$ cat src/rtl/core/clearance_distance_map_stamper_unit_macros.svh
// assertion macros for the clearance distance map stamper
// used by the top level; no other dependencies
`ifndef CLEARANCE_DISTANCE_MAP_STAMPER_UNIT_MACROS_SVH
`define CLEARANCE_DISTANCE_MAP_STAMPER_UNIT_MACROS_SVH
`ifndef SYNTHESIS
`define CDMS_ASSERT(lbl, clk, rst, prop, msg) \
  lbl: assert property (@(posedge clk) disable iff (rst) prop) else $error(msg);
`define CDMS_ASSERT_ALWAYS(lbl, clk, prop, msg) \
  lbl: assert property (@(posedge clk) prop) else $error(msg);
`else
`define CDMS_ASSERT(lbl, clk, rst, prop, msg)
`define CDMS_ASSERT_ALWAYS(lbl, clk, prop, msg)
`endif
`endif

$ cat src/rtl/core/cdms_pkg.sv
// shared types, codes and constants of the distance map stamper
// no dependencies
`default_nettype none
package cdms_pkg;

  localparam int CELL_W  = 14;
  localparam int DIM_W   = 9;
  localparam int COORD_W = 12;
  localparam int LIFT_W  = 12;
  localparam int IDX_IN_W = 16;

  localparam logic [CELL_W-1:0] EMPTY_VALUE = 14'd9999;

  // configuration register indexes
  localparam logic REG_MAP_WIDTH  = 1'b0;
  localparam logic REG_MAP_HEIGHT = 1'b1;

  typedef enum logic [2:0] {
    ACT_CLEAR = 3'd0,
    ACT_BALL  = 3'd1,
    ACT_RECT  = 3'd2,
    ACT_OVAL  = 3'd3,
    ACT_READ  = 3'd4
  } action_t;

  typedef enum logic [3:0] {
    T_BUILD, T_CLEAR, T_IDLE, T_LOAD, T_BASE, T_STAMP, T_DRAIN, T_READ, T_FETCH, T_DONE
  } top_state_t;

  typedef enum logic [2:0] {
    B_SQX, B_SQY, B_SCALE, B_START, B_ROOT, B_DONE
  } bld_state_t;

  typedef struct packed {
    logic busy;
    logic done;
  } bld_status_t;

  typedef struct packed {
    logic signed [COORD_W-1:0] cx;
    logic signed [COORD_W-1:0] cy;
    logic [7:0]                hw;
    logic [7:0]                hh;
    logic [LIFT_W-1:0]         lift;
  } job_t;

  // elaboration-time integer square root
  function automatic int isqrt_const(input int n);
    int r;
    r = 0;
    while ((r + 1) * (r + 1) <= n) r++;
    return r;
  endfunction

endpackage
`default_nettype wire

$ cat src/rtl/core/cdms_sqrt.sv
// iterative integer square root, two radicand bits per cycle
// no package dependencies
`default_nettype none
module cdms_sqrt #(
  parameter int IN_W = 28
) (
  input  wire logic                clk,
  input  wire logic                rst,
  input  wire logic                start,
  input  wire logic [IN_W-1:0]     radicand,
  output logic      [IN_W/2-1:0]   root,
  output logic                     done
);
  localparam int OUT_W = IN_W / 2;
  localparam int REM_W = OUT_W + 2;
  localparam int CW    = $clog2(OUT_W + 1);

  logic [IN_W-1:0]  rad_sh;
  logic [REM_W-1:0] rem;
  logic [CW-1:0]    cnt;
  logic             busy;
  logic [REM_W+1:0] rem_sh;
  logic [REM_W+1:0] trial;
  logic             fits;

  always_comb begin
    rem_sh = {rem, rad_sh[IN_W-1 -: 2]};
    trial  = (REM_W + 2)'({root, 2'b01});
    fits   = rem_sh >= trial;
  end

  always_ff @(posedge clk) begin
    if (rst) begin
      busy <= 1'b0;
      done <= 1'b0;
      cnt  <= '0;
    end else begin
      done <= 1'b0;
      if (start) begin
        busy <= 1'b1;
        cnt  <= CW'(OUT_W);
      end else if (busy) begin
        cnt <= cnt - CW'(1);
        if (cnt == CW'(1)) begin
          busy <= 1'b0;
          done <= 1'b1;
        end
      end
    end
  end

  always_ff @(posedge clk) begin
    if (start) begin
      rad_sh <= radicand;
      rem    <= '0;
      root   <= '0;
    end else if (busy) begin
      rad_sh <= rad_sh << 2;
      if (fits) begin
        rem  <= REM_W'(rem_sh - trial);
        root <= {root[OUT_W-2:0], 1'b1};
      end else begin
        rem  <= REM_W'(rem_sh);
        root <= {root[OUT_W-2:0], 1'b0};
      end
    end
  end
endmodule
`default_nettype wire

$ cat src/rtl/core/cdms_tbuild.sv
// builds the quarter table of capped scaled distances after reset
// depends on cdms_pkg and cdms_sqrt
`default_nettype none
module cdms_tbuild import cdms_pkg::*; #(
  parameter int REACH      = 32,
  parameter int DIST_SCALE = 5
) (
  input  wire logic                                clk,
  input  wire logic                                rst,
  output logic                                     twe,
  output logic [2*$clog2(REACH+1)-1:0]             twaddr,
  output logic [CELL_W-1:0]                        twdata,
  output bld_status_t                              status
);
  localparam int IDX_W  = $clog2(REACH + 1);
  localparam int SQ_W   = 2 * IDX_W + 1;
  localparam int MB_W   = (IDX_W > 9) ? IDX_W : 9;
  localparam int RAD_W0 = SQ_W + 9;
  localparam int RAD_W  = RAD_W0 + (RAD_W0 % 2);
  localparam int RT_W   = RAD_W / 2;
  localparam int CAP    = DIST_SCALE * isqrt_const(2 * REACH * REACH) + 1;

  bld_state_t             state, state_next;
  logic [IDX_W-1:0]       dx, dy;
  logic [SQ_W-1:0]        acc;
  logic [RAD_W-1:0]       rad;
  logic [SQ_W-1:0]        mul_a;
  logic [MB_W-1:0]        mul_b;
  logic [SQ_W+MB_W-1:0]   prod;
  logic                   sq_start, sq_done;
  logic [RT_W-1:0]        sq_root;
  logic                   last_dx, last_dy;

  cdms_sqrt #(.IN_W(RAD_W)) u_sqrt (
    .clk(clk), .rst(rst), .start(sq_start), .radicand(rad), .root(sq_root), .done(sq_done)
  );

  assign last_dx = dx == IDX_W'(REACH);
  assign last_dy = dy == IDX_W'(REACH);
  assign prod    = mul_a * mul_b;

  always_comb begin
    state_next = state;
    unique case (state)
      B_SQX:   state_next = B_SQY;
      B_SQY:   state_next = B_SCALE;
      B_SCALE: state_next = B_START;
      B_START: state_next = B_ROOT;
      B_ROOT:  if (sq_done) state_next = (last_dx && last_dy) ? B_DONE : B_SQX;
      B_DONE:  state_next = B_DONE;
      default: state_next = B_DONE;
    endcase
  end

  always_comb begin
    mul_a       = SQ_W'(dx);
    mul_b       = MB_W'(dx);
    sq_start    = 1'b0;
    twe         = 1'b0;
    twaddr      = {dy, dx};
    twdata      = (int'(sq_root) > CAP) ? CELL_W'(CAP) : CELL_W'(sq_root);
    status.busy = state != B_DONE;
    status.done = state == B_DONE;
    unique case (state)
      B_SQX: begin
        mul_a = SQ_W'(dx);
        mul_b = MB_W'(dx);
      end
      B_SQY: begin
        mul_a = SQ_W'(dy);
        mul_b = MB_W'(dy);
      end
      B_SCALE: begin
        mul_a = acc;
        mul_b = MB_W'(DIST_SCALE * DIST_SCALE);
      end
      B_START: sq_start = 1'b1;
      B_ROOT:  twe = sq_done;
      B_DONE:  ;
      default: ;
    endcase
  end

  always_ff @(posedge clk) begin
    if (rst) begin
      state <= B_SQX;
      dx    <= '0;
      dy    <= '0;
    end else begin
      state <= state_next;
      if (state == B_ROOT && sq_done) begin
        if (last_dx) begin
          dx <= '0;
          dy <= dy + IDX_W'(1);
        end else begin
          dx <= dx + IDX_W'(1);
        end
      end
    end
  end

  always_ff @(posedge clk) begin
    unique case (state)
      B_SQX:   acc <= SQ_W'(prod);
      B_SQY:   acc <= acc + SQ_W'(prod);
      B_SCALE: rad <= RAD_W'(prod);
      default: ;
    endcase
  end
endmodule
`default_nettype wire

$ cat config.mk
export PLATFORM = sky130hd
export DESIGN_NAME = cdms_tbuild
export DESIGN_NICKNAME = d
export VERILOG_FILES = /design/src/rtl/core/clearance_distance_map_stamper_unit_macros.svh /design/src/rtl/core/cdms_pkg.sv /design/src/rtl/core/cdms_sqrt.sv /design/src/rtl/core/cdms_tbuild.sv
export SDC_FILE = /design/constraint.sdc
export NUM_CORES = 1
export LEC_CHECK = 0
export BUFFER_PORTS_ARGS = -buffer_cell sky130_fd_sc_hd__buf_2
export CAP_MARGIN = 5
export CELL_PAD_IN_SITES_DETAIL_PLACEMENT = 1
export CELL_PAD_IN_SITES_GLOBAL_PLACEMENT = 2
export CORE_ASPECT_RATIO = 0.9
export CORE_MARGIN = 2
export CORE_UTILIZATION = 26
export CTS_CLUSTER_SIZE = 12
export DETAILED_ROUTE_END_ITERATION = 16
export PLACE_DENSITY = 0.67
export SKIP_LAST_GASP = 1
export SYNTH_ARGS = -nofsm -noshare
export SYNTH_HDL_FRONTEND = slang
export SYNTH_SLANG_ARGS = --single-unit
$ cat constraint.sdc
create_clock -name clk -period 8 [get_ports clk]
set_clock_uncertainty 0.05 [all_clocks]
set_input_delay 1.6 -clock clk [delete_from_list [all_inputs] [get_ports clk]]
set_output_delay 1.6 -clock clk [all_outputs]
set_load 0.005 [all_outputs]
# [Yosys cells after proc, flatten, opt, wreduce, memory -nomap -nowiden]
# Index checks and enable logic that the tools add are counted.
[totals] regBits=102 input_bits=2 output_inout_bits=29 wordCells=59
[classes] addsub=5 n_mul=1 magnitude_cmp=2 eq_ne=10 muxes=20 bitwise=1 reduce_logical=8
[ops] cell="$pmux W13 S2" count=2
[ops] cell="$mux W22" count=2
[ops] cell="$mul A13 B9 Y22" count=1
[ops] cell="$ge A15 B13 Y1" count=1
[ops] cell="$pmux W3 S5" count=1
[ops] cell="$add A13 B13 Y13" count=1
[ops] cell="$mux W13" count=1
[ops] cell="$sub A13 B13 Y13" count=1
[ops] cell="$add A6 B1 Y6 const B" count=2
[ops] cell="$eq A6 B6 Y1 const B" count=2
[ops] cell="$pmux W6 S2" count=1
[ops] cell="$gt A11 B8 Y1 const B" count=1
[ops] cell="$mux W11" count=1
[ops] cell="$mux W4" count=2
[ops] cell="$mux W1" count=7
[ops] cell="$eq A3 B2 Y1 const B" count=2
[ops] cell="$eq A3 B3 Y1 const B" count=2
[ops] cell="$mux W3" count=2
[ops] cell="$mux W6" count=1
[ops] cell="$eq A4 B1 Y1 const B" count=1
[ops] cell="$reduce_bool A2 Y1" count=2
[ops] cell="$sub A4 B1 Y4 const B" count=1
[ops] cell="$eq A3 B1 Y1 const B" count=1
[ops] cell="$logic_not A3 Y1" count=1
[ops] cell="7 further kinds" count=8

# [Depth between registers and ports, before layout]
[depth] word_depth=5 depth_mapped=26

# [Modules after synthesis]
# Synthesis repeated with hierarchy kept, for this count alone.
[unflattened] cells_unflattened=807 hier_area_um2=7778.7
[by_module_without_submodules] module="cdms_tbuild" n_inst=1 cells_each=533 area_each_um2=4968.5 seq_area_each_um2=1291.2
[by_module_without_submodules] module="cdms_sqrt" n_inst=1 cells_each=274 area_each_um2=2810.2 seq_area_each_um2=1261.2

# [Worst setup path after synthesis]
# Ideal clock, no wire load.
[synth_timing] path_kind="register -> register" startpoint="register state[2]" endpoint="register acc[12], data pin" setup_time_ns=0.269 arrival_time_ns=5.855 t_required_ns=7.681 path_slack_ns=1.826 path_stages_with_launch=26 path_buffers=2 period_less_slack_ns=6.174 cell_sequence="dfxtp_1 buf_2 nor2_1 nand2_1 nand2_1 o22ai_1 or2_1 clkbuf_1 inv_2 nand2_1 fa_1 fa_1 fa_1 inv_1 ha_1 nor2b_1 o21ai_1 nand2_1 xor2_1 ha_1 o21ai_0 o21ai_0 a41oi_1 o211ai_1 o31ai_1 xor2_1"
[synth_via] elab_chain_cells=5 elab_cells_between_ends=8 cone_classes="add/sub: 1; mul: 1; eq/ne: 2; mux: 3; reduce/logical: 1"
[synth_lines] item="start, declared" line_no="cdms_tbuild.sv:23" rtl="bld_state_t state, state_next;"
[synth_lines] item="start signal, assigned" line_no="cdms_tbuild.sv:90" rtl="state <= state_next;"
[synth_lines] item="$eq A3 B2 Y1 / $eq A3 B1 Y1 (equally long branches)" line_no="cdms_tbuild.sv:64" rtl="unique case (state)"
[synth_lines] item="$pmux W13 S2 / $pmux W6 S2 (equally long branches)" line_no="cdms_tbuild.sv:64"
[synth_lines] item="$mul A13 B9 Y22 (*)" line_no="cdms_tbuild.sv:40" rtl="assign prod = mul_a * mul_b;"
[synth_lines] item="named net prod[0]" line_no="cdms_tbuild.sv:29" rtl="logic [SQ_W+MB_W-1:0] prod;"
[synth_lines] item="$add A13 B13 Y13 (*)" line_no="cdms_tbuild.sv:105" rtl="B_SQY: acc <= acc + SQ_W'(prod);"
[synth_lines] item="$pmux W13 S2 (*)" line_no="cdms_tbuild.sv:103" rtl="unique case (state)"
[synth_lines] item="end signal, assigned" line_no="cdms_tbuild.sv:104" rtl="B_SQX: acc <= SQ_W'(prod);"
[synth_lines] item="end signal, assigned" line_no="cdms_tbuild.sv:105"
[synth_lines] item="end, declared" line_no="cdms_tbuild.sv:25" rtl="logic [SQ_W-1:0] acc;"
# The timed path passes the listed nets; every way through them passes the cells marked *.
# A chain may end at the register's enable or synchronous reset.

# [Worst setup path after layout]
# Ends and elaborated chain as after synthesis.

==> out/results.tsv <==
stage	metric	value	unit
worst_setup_path	CP max FO	15	
yosys	multiplexer area fraction after synthesis	0.0291	
power_and_ir_drop	Total Power	2870	µW
power_and_ir_drop	P per Cell Area	336	nW/µm²
power_and_ir_drop	NetSw	1230	µW
sta	setup repair after global routing missed its margin	no	
sta	Slew @ Worst Pin	1060	ps
detailed_routing	# DRC	0	
clocking	CTS root buffer	clkbuf_16	
worst_setup_path	critical path type	register to register	
power_and_ir_drop	Clock Power Share	0.166	
power_and_ir_drop	Internal	1640	µW
detailed_routing	DRT iter0 DRCs	233	
global_route	total gr overflow	0	
yosys	#FFs+latches synth	100	
global_route	Total GRT Usage	0.125	
detailed_routing	First-pass DRT Iterations	4	
place	gpl congestion	0.789	
global_route	largest net degree at the start of global routing	47	
worst_setup_path	crit path launch type	register	
global_route	initial antenna violation count	0	
yosys	Yosys top cell area share	0.216	
clocking	hold_buf cts	0	
clocking	CTS max path bufs	2	
floorplan	io pins	31	
floorplan	Core Rows	59	
power_and_ir_drop	Reg power frac	0.285	
worst_setup_path	most used cell, CP	fa_1	
yosys	EDFF count, synth	55	
run_status	outcome	complete, no violations	
power_and_ir_drop	maximum vdd drop	0.000135	V
clocking	CTS tree	built	
worst_setup_path	CP Data Required Time	8050	ps
worst_setup_path	worst reg-to-reg setup slack	1200	ps
yosys	Post-Synth Simple-Gate Area	0.167	
worst_setup_path	Worst EP arrival	6850	ps
yosys	Synth Area in Compound Gates	0.128	
clocking	# resized after CTS	0	
yosys	Cells after Synth	838	
clocking	Clock Pin Slew Worst Setup and Hold Paths	70	ps
layout	commonest non-fill, non-tap cell in the layout	nand2_1	
power_and_ir_drop	leakage	0.00369	µW
floorplan	die height	167	µm
sta	setup_tns	0	ps
yosys	Seq/Total Area, Yosys	0.333	
yosys	syn_area_per_cell	9.14	µm²
flow_run	Max-cap violations	0	
yosys	Yosys top cell by area	edfxtp_1	
layout	area added between synthesis and finish	11.5	%
worst_setup_path	crit-path cells	nor2_1 > buf_4 > and2_1 > nor2_1 > a22oi_1 > inv_2 > a21oi_2 > or2_1 > fa_1 > fa_1 > fa_1 > inv_1 > ha_1 > a21oi_1 > xnor2_1 > ha_1 > a211oi_1 > o211ai_1 > a41oi_1 > o211ai_1 > o31ai_1 > xor2_1	
worst_setup_path	max incr delay on CP	570	ps
floorplan	core area	28900	µm²
sta	Worst Slack Setup Final	1200	ps
clocking	clk_lat worst skew	360	ps
power_and_ir_drop	Comb power frac	0.550	
layout	share of layout cells above drive strength 1	0.0759	
place	PortBufs	24	
global_route	first-pass GRT wire length	30800	µm
power_and_ir_drop	switching share of power	0.427	
sta	max_slew headroom	0.293	
detailed_routing	WL final	18000	µm
detailed_routing	drt wl/cell	14.2	µm
layout	final-stage net count	975	
clocking	setup bufs post-CTS	0	
floorplan	effective utilization at floorplan	0.265	
sta	max frequency	0.147	GHz
detailed_routing	post-route ant nets	0	
yosys	Synth Area in Adders	0.221	
floorplan	die area	30900	µm²
clocking	H-Tree Depth	3	
clocking	CTS Buf Count	9	
yosys	ys flop type	edfxtp_1	
sta	fin crit share	0.850	
sta	count of final max-slew check failures	0	
global_route	vias in the first global route	5915	
layout	# diodes	0	
yosys	largest family of logic cells by synthesized area	adder cells	
yosys	Cell variety after synth	68	
worst_setup_path	slowest CP cell	and2_1	
detailed_routing	vias	5661	
worst_hold_path	Hold Crit Class	register to register	
layout	most frequent cells in the layout	nand2_1 (115), inv_1 (83), nor2_1 (68)	
yosys	ranking of synthesized cells by area	edfxtp_1 (22%), fa_1 (12%), dfxtp_1 (12%)	
sta	Final Hold Viols	0	
yosys	synthesized cell area	7660	µm²
sta	Setup-failing EPs final	0	
sta	min Tclk post-route	6800	ps
place	HPWL after DPL	13800	µm
place	Placement Setup Slack	1180	ps
layout	filler instances	3471	
clocking	clk sinks	100	
yosys	synth warn	0	
detailed_routing	Vias per Instance	4.48	
yosys	XOR/XNOR Fraction of Synth Area	0.0503	
floorplan	die width	185	µm
yosys	ys async rst share	0	
worst_setup_path	Worst Setup End Kind	register	
synthesized netlist by cell type, types with 13 or more instances:
master,n
a21oi_1,38
clkbuf_1,21
dfxtp_1,45
edfxtp_1,55
fa_1,46
ha_1,62
inv_1,83
mux2i_1,20
nand2_1,115
nand3_1,13
nor2_1,69
nor3_1,18
o21ai_0,29
xnor2_1,26
xor2_1,18
flip-flops by register name, summed over array words and instances, names as in the netlist:
| signal | cells |
|---|---|
| dy | 6 |
| u_sqrt.busy | 1 |
| dx | 6 |
| state | 3 |
| rad | 20 |
| u_sqrt.rad_sh | 22 |
| u_sqrt.done | 1 |
| u_sqrt.cnt | 4 |
| u_sqrt.root | 11 |
| u_sqrt.rem | 13 |
| acc | 13 |
logic make-up after synthesis:
kind of cell | Yosys count
AND/OR/NAND/NOR | 279
AO/OA/AOI/OAI | 151
buffers and inverters | 132
adder cells (fa/ha/maj) | 108
flip-flops | 100
XOR/XNOR | 44
multiplexers | 22
other | 2
critical path, delay by kind of cell, from the launching register on:
kind,cells,cell delay (ps)
buffers and inverters,3,390
XOR/XNOR,2,410
adder cells (fa/ha/maj),5,2190
AND/OR/NAND/NOR,4,1080
flip-flops,1,400
AO/OA/AOI/OAI,8,1980
final cells by class:
cell class,count,area [µm²],area share
timing repair buffer,29,158,0.0185
inverter,93,349,0.0409
clock buffer,10,229,0.0268
tap,396,495,0.0580
clock inverter,5,86.3,0.0101
sequential,100,2550,0.299
multi-input combinational,632,4670,0.547
per-stage QoR:
step | hold WS, ps | instances | util | instance area [µm²]
5_1_grt | 482 | 1265 | 0.295 | 8540
3_5_place_dp | 446 | 1250 | 0.284 | 8230
4_1_cts | 461 | 1265 | 0.295 | 8540
2_1_floorplan | 413 | 864 | - | 7760
3_3_place_gp | 444 | 1250 | 0.284 | 8230
6_report | 451 | 1265 | 0.295 | 8540
power groups by stage:
stage	combinational, µW	sequential [µW]	clock (µW)
after floorplan	1260	778	0
after global placement	1580	829	0
after detailed placement	1590	829	0
after CTS	1600	819	497
after global routing	1820	836	512
final	1580	818	475
metal layers:
layer,vias up,GRT usage,part of all wire
met5,-,0,0
met4,0,0.0335,0.013
met1,2745,0.180,0.53
met3,15,0.0199,0.020
li1,2869,-,-
met2,32,0.193,0.44
worst paths after layout:
| kind | startpoint | endpoint | cells after the start |
|---|---|---|---|
| max reg2reg | state[2] | acc[12] | 22 |
| min reg2reg | rad[13] | u_sqrt.rad_sh[13] | 2 |
| max | state[2] | acc[12] | 22 |
| min | rad[13] | u_sqrt.rad_sh[13] | 2 |
Power figures use the tool's default switching activity.
